[src/rtl/rgbwcf_pkg.sv]
// Shared types, constants and command/status structs for the RGBW crossfade block.
package rgbwcf_pkg;

  localparam int COLOR_W   = 16;
  localparam int SPEED_W   = 25;
  localparam int ELAPSED_W = 20;
  localparam int LEVEL_W   = 8;
  localparam int BRIGHT_W  = 17;
  localparam int PHASE_W   = 24;   // fade phase stays below one
  localparam int PHASE_FRAC = 24;
  localparam int BRIGHT_FRAC = 16;
  localparam int NUM_CHAN  = 4;    // red, green, blue, white
  localparam int NUM_LIT   = 3;    // channels scaled by brightness
  localparam int MUL_W     = 26;
  localparam int PROD_W    = 2 * MUL_W;
  localparam int CNT_W     = 5;
  localparam int DIV_CONST = 1000;
  localparam int MAX_LEVEL = 255;
  localparam int LEVEL_COUNT = 1 << LEVEL_W;
  localparam int BRIGHT_ONE_INT = 1 << BRIGHT_FRAC;

  // divide by 1000: drop the factor 8, then multiply by the reciprocal of 125
  localparam int DIV_PRE_SHIFT = 3;
  localparam int QDIV_W        = 31;   // step product below 1000 * 2^24, shifted by 3
  localparam int RECIP_W       = 29;
  localparam int RECIP_SHIFT   = 35;
  localparam int RCP_W         = QDIV_W + RECIP_W;

  localparam logic [SPEED_W-1:0]  PHASE_ONE    = SPEED_W'(1 << PHASE_FRAC);
  localparam logic [SPEED_W-1:0]  SPEED_RESET  = SPEED_W'(16777);
  localparam logic [BRIGHT_W-1:0] BRIGHT_ONE   = BRIGHT_W'(BRIGHT_ONE_INT);
  localparam logic [45:0]         SAT_LIMIT    = 46'(DIV_CONST) << PHASE_FRAC;
  // ceil(2^35 / 125), exact for every dividend below 2^31
  localparam logic [RECIP_W-1:0]  RECIP_125    = RECIP_W'(274877907);

  typedef logic [BRIGHT_W-1:0] bright_tbl_t [LEVEL_COUNT];

  // level -> brightness target, level clamped to MAX_LEVEL
  function automatic bright_tbl_t build_bright_tbl();
    bright_tbl_t t;
    int l;
    for (int i = 0; i < LEVEL_COUNT; i++) begin
      l = (i > MAX_LEVEL) ? MAX_LEVEL : i;
      t[i] = BRIGHT_W'((l * BRIGHT_ONE_INT) / MAX_LEVEL);
    end
    return t;
  endfunction

  localparam bright_tbl_t BRIGHT_TBL = build_bright_tbl();

  typedef enum logic [1:0] {
    REQ_TICK   = 2'd0,
    REQ_COLOR  = 2'd1,
    REQ_BRIGHT = 2'd2,
    REQ_SPEED  = 2'd3
  } req_t;

  typedef enum logic [1:0] {
    MUL_STEP,
    MUL_BRIGHT,
    MUL_RAW,
    MUL_SCALE
  } mul_sel_t;

  typedef struct packed {
    logic       load_item;
    logic       mul_en;
    mul_sel_t   mul_sel;
    logic [1:0] mul_chan;
    logic       div_init;
    logic       step_take;
    logic       bright_adv;
    logic       bright_take;
    logic       fade_adv;
    logic       raw_take;
    logic       scale_take;
    logic [1:0] take_chan;
    logic       apply_color;
    logic       apply_bright;
    logic       apply_speed;
    logic       publish;
  } cmd_t;

  typedef struct packed {
    req_t req;
    logic first_tick;
    logic step_sat;
    logic bright_moving;
  } stat_t;

endpackage

[src/rtl/rgbwcf_ctrl.sv]
// Controller: sequences each request through the datapath and runs both handshakes.
module rgbwcf_ctrl import rgbwcf_pkg::*; (
  input  logic  clk,
  input  logic  rst,
  input  logic  in_valid,
  output logic  in_ready,
  output logic  out_valid,
  input  logic  out_ready,
  input  stat_t stat,
  output cmd_t  cmd
);

  typedef enum logic [3:0] {
    S_IDLE,
    S_DISPATCH,
    S_STEP,
    S_QUOT,
    S_BRIGHT,
    S_BMUL,
    S_BTAKE,
    S_FADE,
    S_RAW,
    S_APPLY,
    S_SCALE,
    S_PUBLISH
  } state_t;

  localparam logic [CNT_W-1:0] RAW_LAST   = CNT_W'(NUM_CHAN);
  localparam logic [CNT_W-1:0] SCALE_LAST = CNT_W'(NUM_LIT);

  state_t           state;
  logic [CNT_W-1:0] cnt;
  logic [CNT_W-1:0] cnt_m1;
  logic             pre_pass;   // set color: raw pass before the update
  logic             slot_free;

  assign in_ready  = state == S_IDLE;
  assign slot_free = !out_valid || out_ready;
  assign cnt_m1    = cnt - CNT_W'(1);

  always_comb begin
    cmd = '0;
    cmd.mul_sel = MUL_STEP;
    case (state)
      S_IDLE: cmd.load_item = in_valid;
      S_DISPATCH: begin
        case (stat.req)
          REQ_TICK: begin
            cmd.mul_en  = 1'b1;
            cmd.mul_sel = MUL_STEP;
          end
          REQ_BRIGHT: cmd.apply_bright = 1'b1;
          REQ_SPEED:  cmd.apply_speed = 1'b1;
          default: ;
        endcase
      end
      S_STEP: begin
        if (stat.first_tick || stat.step_sat) begin
          cmd.step_take = 1'b1;
        end else begin
          cmd.div_init = 1'b1;
        end
      end
      S_QUOT:   cmd.step_take = 1'b1;
      S_BRIGHT: cmd.bright_adv = stat.bright_moving;
      S_BMUL: begin
        cmd.mul_en  = 1'b1;
        cmd.mul_sel = MUL_BRIGHT;
      end
      S_BTAKE: cmd.bright_take = 1'b1;
      S_FADE:  cmd.fade_adv = 1'b1;
      S_RAW: begin
        // multiply channel cnt while taking channel cnt-1
        cmd.mul_en    = cnt < RAW_LAST;
        cmd.mul_sel   = MUL_RAW;
        cmd.mul_chan  = cnt[1:0];
        cmd.raw_take  = cnt != '0;
        cmd.take_chan = cnt_m1[1:0];
      end
      S_APPLY: cmd.apply_color = 1'b1;
      S_SCALE: begin
        cmd.mul_en     = cnt < SCALE_LAST;
        cmd.mul_sel    = MUL_SCALE;
        cmd.mul_chan   = cnt[1:0];
        cmd.scale_take = cnt != '0;
        cmd.take_chan  = cnt_m1[1:0];
      end
      S_PUBLISH: cmd.publish = slot_free;
      default: ;
    endcase
  end

  always_ff @(posedge clk) begin
    if (rst) begin
      state     <= S_IDLE;
      cnt       <= '0;
      pre_pass  <= 1'b0;
      out_valid <= 1'b0;
    end else begin
      if (state == S_PUBLISH && slot_free) begin
        out_valid <= 1'b1;
      end else if (out_ready) begin
        out_valid <= 1'b0;
      end
      case (state)
        S_IDLE: begin
          if (in_valid) begin
            state <= S_DISPATCH;
          end
        end
        S_DISPATCH: begin
          cnt <= '0;
          if (stat.req == REQ_TICK) begin
            state <= S_STEP;
          end else begin
            pre_pass <= stat.req == REQ_COLOR;
            state    <= S_RAW;
          end
        end
        S_STEP: begin
          if (stat.first_tick || stat.step_sat) begin
            state <= S_BRIGHT;
          end else begin
            state <= S_QUOT;
          end
        end
        S_QUOT: state <= S_BRIGHT;
        S_BRIGHT: begin
          if (stat.bright_moving) begin
            state <= S_BMUL;
          end else begin
            state <= S_FADE;
          end
        end
        S_BMUL:  state <= S_BTAKE;
        S_BTAKE: state <= S_FADE;
        S_FADE: begin
          cnt      <= '0;
          pre_pass <= 1'b0;
          state    <= S_RAW;
        end
        S_RAW: begin
          if (cnt == RAW_LAST) begin
            cnt   <= '0;
            state <= pre_pass ? S_APPLY : S_SCALE;
          end else begin
            cnt <= cnt + CNT_W'(1);
          end
        end
        S_APPLY: begin
          cnt      <= '0;
          pre_pass <= 1'b0;
          state    <= S_RAW;
        end
        S_SCALE: begin
          if (cnt == SCALE_LAST) begin
            cnt   <= '0;
            state <= S_PUBLISH;
          end else begin
            cnt <= cnt + CNT_W'(1);
          end
        end
        S_PUBLISH: begin
          if (slot_free) begin
            state <= S_IDLE;
          end
        end
        default: state <= S_IDLE;
      endcase
    end
  end

endmodule

[config.mk]
export PLATFORM = sky130hd
export DESIGN_NAME = rgbwcf_ctrl
export DESIGN_NICKNAME = d
export VERILOG_FILES = /design/src/rtl/rgbwcf_pkg.sv /design/src/rtl/rgbwcf_ctrl.sv
export SDC_FILE = /design/constraint.sdc
export NUM_CORES = 1
export LEC_CHECK = 0
export ABC_AREA = 1
export BUFFER_PORTS_ARGS = -buffer_cell sky130_fd_sc_hd__buf_2
export CORE_UTILIZATION = 45
export DETAILED_ROUTE_END_ITERATION = 7
export GPL_TIMING_DRIVEN = 0
export PLACE_DENSITY_LB_ADDON = 0.08
export SYNTH_ARGS = -nofsm -noshare
export SYNTH_HDL_FRONTEND = slang
export SYNTH_SLANG_ARGS = --single-unit
[constraint.sdc]
create_clock -name clk -period 1.49 [get_ports clk]
set_input_delay 0 -clock clk [delete_from_list [all_inputs] [get_ports clk]]
set_output_delay 0 -clock clk [all_outputs]
set_load 0.02 [all_outputs]
# Word level (Yosys, flattened, before mapping)

Index checks and enable logic that the tools add are counted.

Equality and inequality tests: 21
Add/sub/neg operators: 2
Reduce and logical (&&, ||, !) cells: 15
$lt $le $gt $ge: 2
Multiplexer cells: 35

Operators by type and width:

| kind                  | count |
|---|---|
| $pmux W4 S11          | 1 |
| $mux W4               | 5 |
| $eq A4 B3 Y1 const B  | 4 |
| $eq A4 B4 Y1 const B  | 4 |
| $mux W1               | 16 |
| $pmux W5 S3           | 1 |
| $pmux W3 S4           | 1 |
| $mux W2               | 5 |
| $mux W5               | 2 |
| $ne A2 B2 Y1 const B  | 5 |
| $eq A4 B2 Y1 const B  | 2 |
| $mux W3               | 2 |
| $add A5 B1 Y5 const B | 1 |
| $eq A5 B2 Y1 const B  | 1 |
| $eq A5 B3 Y1 const B  | 1 |
| $lt A5 B2 Y1 const B  | 1 |
| $lt A5 B3 Y1 const B  | 1 |
| $reduce_bool A5 Y1    | 1 |
| $eq A2 B2 Y1 const B  | 2 |
| $eq A4 B1 Y1 const B  | 1 |
| $logic_not A4 Y1      | 1 |
| $pmux W1 S2           | 2 |
| $reduce_and A4 Y1     | 1 |
| $reduce_bool A2 Y1    | 2 |
| 10 further kinds      | 12 |

Bits of input ports: 9
Register bits: 11
Logic and storage cells: 79
Output and inout bits: 21

# Longest topological paths before layout

Depth in word-level cells: 4
Depth in mapped cells: 9

# Worst setup path after synthesis

OpenSTA, ideal clock, no wires.

Path kind: register to output
Start point: register state[0]
End point: output cmd[17] (netlist bit)
Data required time: 1.490 ns
Arrival: 1.362 ns
Stages on the path, launching flop included: 6
Path slack: 0.128 ns
Cells stage by stage: dfxtp_1 inv_1 nand3_2 inv_1 o21ai_0 o211ai_1

RTL lines:

| element                | line               | text |
|---|---|---|
| start, declared        | rgbwcf_ctrl.sv:31  | `state_t state;` |
| start signal, assigned | rgbwcf_ctrl.sv:145 | `state <= pre_pass ? S_APPLY : S_SCALE;` |
| end, declared          | rgbwcf_ctrl.sv:10  | `output cmd_t cmd` |

==> impl_metrics.yaml <==
status:
  status: "completed"
drt:
  drt-vias-per-instance: 4.84
  drt_pass1_iterations: 4
  initialDrtViolationCount: 39
  wire_per_inst_microns: 11.3
  routed_wl_mm: 2.54
  drc: 0
  ant_nets: 0
  via_count: 1088
logic_synthesis:
  syn_area_sq_um: 957
  syn-num-nets: 172
  synth_cell_types: 23
  synth_top_area_share: 0.230
  ys_ff_latch: 11
  synth_edf_count: 0
  synthTopCellsByCount: "nand2_1 (35), inv_1 (28), nor2_1 (24)"
  synthTopCellsByArea: "dfxtp_1 (23%), nand2_1 (14%), inv_1 (11%), nor2_1 (9.4%), nand3_1 (6.3%)"
  async_reset_ff_frac: 0
  avgSynthCellArea_sq_um: 5.95
  netlist.top_cell.by_area: "dfxtp_1"
  yosys_most_used_dff: "dfxtp_1"
  yosysMostFrequentCell: "nand2_1"
  yosysWarnings: 0
  syn_inst: 161
  ys_seq_area_frac: 0.230
timing:
  tightest_slew_ps: 241
  fin_ws_ps: 73.8
  min_period_over_period: 0.950
  period_minus_slack_ps: 1420
  hold_slack_ps: 35.5
  relSlewSlack: 0.838
  hold_violations: 0
  grt_setup_unrepaired: "true"
  fin_worst_skew_ps: 5.01
  fmaxAchievable_mhz: 706
  setup_viol: 0
  slew_violations: 0
  fin_tns_setup_ps: 0
global_routing:
  grt_max_degree: 9
  grt_overflow_total: 0
  grt_usage: 0.231
  grt_pass1_wl_mm: 3.66
  grt_pass1_vias: 872
  antenna_found_initial: 0
die:
  coreArea_sq_um: 1980
  start_util: 0.483
  num_rows: 16
  die_h_microns: 48.1
  io_pins: 30
  fp.dieW_microns: 48.1
  die-area_sq_um: 2320
final_layout:
  fill_cells: 186
  final_nets: 210
  diodes: 0
  drive_gt1_frac: 0.348
  finish.utilization: 0.621
  design_area_sq_um: 1230
  area_growth_pct: 28.6
clocking:
  clockBufferDepth: 2
  clkSinkCount: 11
  clkTransAtPathRegs_ps: 80
  root_buffer: "clkbuf_4"
  ctsHtreeMaxLevel: 1
  worstSkewPairLatency_ps: 280
  cts_buffers: 3
  cts_tree: "built"
worst_setup_path:
  rrSetupSlack_ps: 110
  crit_arrival_ps: 1420
  worst_setup_path_end_kind: "primary output"
  reg2reg_depth: 7
  crit_slowest_cell: "dfxtp_2"
  cpPeakStageDelay_ps: 380
  r2r_start: "state[2]"
  required_ps: 1490
  crit_type: "reg -> out"
  critPathMaxFanout: 5
  worstSetupStartpointType: "flip-flop"
  crit_chain: "inv_1, ha_1, nor2_1, buf_2"
  rr_endpoint: "state[3]"
place:
  portBuffers: 29
  dp_slack_ps: 117
  place_area_sq_um: 1140
  gp_congestion: 0.834
  place_hpwl_mm: 1.97
power_and_ir_drop:
  ir_worst_vdd_uv: 982
  power_density_nw_per_um2: 1730
  p_leak_nw: 0.752
worst_hold_path:
  hp-class: "in -> reg"
  hold_depth: 4
  worst_hold_path.endpoint: "out_valid"
  min_from: "out_ready"
job:
  max_cap_viol_count: 0
## power by group
| group | switching [mW] | total (mW) | leakage, nW | internal (mW) |
|---|---|---|---|---|
| clock network | 0.118 | 0.218 | 0.0177 | 0.0998 |
| registers | 0.119 | 0.501 | 0.0911 | 0.382 |
| logic | 0.921 | 1.41 | 0.643 | 0.490 |
## state kept, by name, summed over array words and instances (netlist names)
signal and cells:
cnt 5, state 4, out_valid 1, pre_pass 1
## stage by stage
stage / power, mW / instances
2_1_floorplan: 1.45 / 161
3_3_place_gp: 1.73 / 217
3_5_place_dp: 1.78 / 217
4_1_cts: 2.03 / 222
5_1_grt: 2.30 / 225
6_report: 2.13 / 225
## cell usage in the layout (no fill, tap or decap), types with 2 or more instances in the layout
cell / n
a21oi_1: 7
buf_2: 27
buf_4: 5
clkbuf_4: 3
dfxtp_1: 7
dfxtp_2: 4
ha_1: 2
inv_1: 27
inv_2: 8
nand2_1: 35
nand2_2: 5
nand2_4: 2
nand3_1: 12
nand4_1: 2
nor2_1: 23
nor2_2: 4
nor2_4: 5
nor3_1: 3
o21ai_0: 6
## how the worst max path moves through the flow
stage	startpoint	endpoint	cells past startpoint
6_report	cnt[0]	cmd[5]	4
3_5_place_dp	state[3]	cnt[2]	9
5_1_grt	state[2]	cmd[2]	6
4_1_cts	cnt[0]	cmd[5]	4
2_1_floorplan	state[0]	cmd[17]	5
3_3_place_gp	state[2]	cnt[2]	9
## cells by family after synthesis
| group | count (synthesis) | synth area share |
|---|---|---|
| adders and majority gates | 2 | 0.0261 |
| and+or+nand+nor | 96 | 0.505 |
| DFF | 11 | 0.230 |
| AOI/OAI and AO/OA | 16 | 0.0928 |
| buffers and inverters | 35 | 0.137 |
| xor gates and xnor gates | 1 | 0.00915 |
## layout make-up
| cell class | count | area [sq um] | area share |
|---|---|---|---|
| Inverter | 35 | 131 | 0.107 |
| Sequential cell | 11 | 225 | 0.183 |
| Clock inverter | 1 | 5.00 | 0.00407 |
| Clock buffer | 3 | 22.5 | 0.0183 |
| Multi-Input combinational cell | 115 | 631 | 0.512 |
| Timing Repair Buffer | 33 | 183 | 0.148 |
| Tap cell | 27 | 33.8 | 0.0274 |
## layer usage
layer / vias up / part of all wire / global-route usage
li1: 576 / - / -
met1: 483 / 0.43 / 0.275
met2: 23 / 0.51 / 0.400
met3: 6 / 0.036 / 0.0667
met4: 0 / 0.022 / 0.0722
met5: - / 0 / 0
## worst max-delay path: cells and delay by family (launching register included)
family / cells / cell delay (ps)
DFF: 1 / 380
buffers and inverters: 2 / 270
adders and majority gates: 1 / 300
and+or+nand+nor: 1 / 190
## repair_timing
item                                    4_1_cts  5_1_grt
buffers inserted                              0        3
endpoints found under the hold margin         4        0
endpoints found under the setup margin        2        8
hold buffers                                  1        0
resized for setup                             4        8
pin swaps                                     0        0
Power figures use the tool's default switching activity.
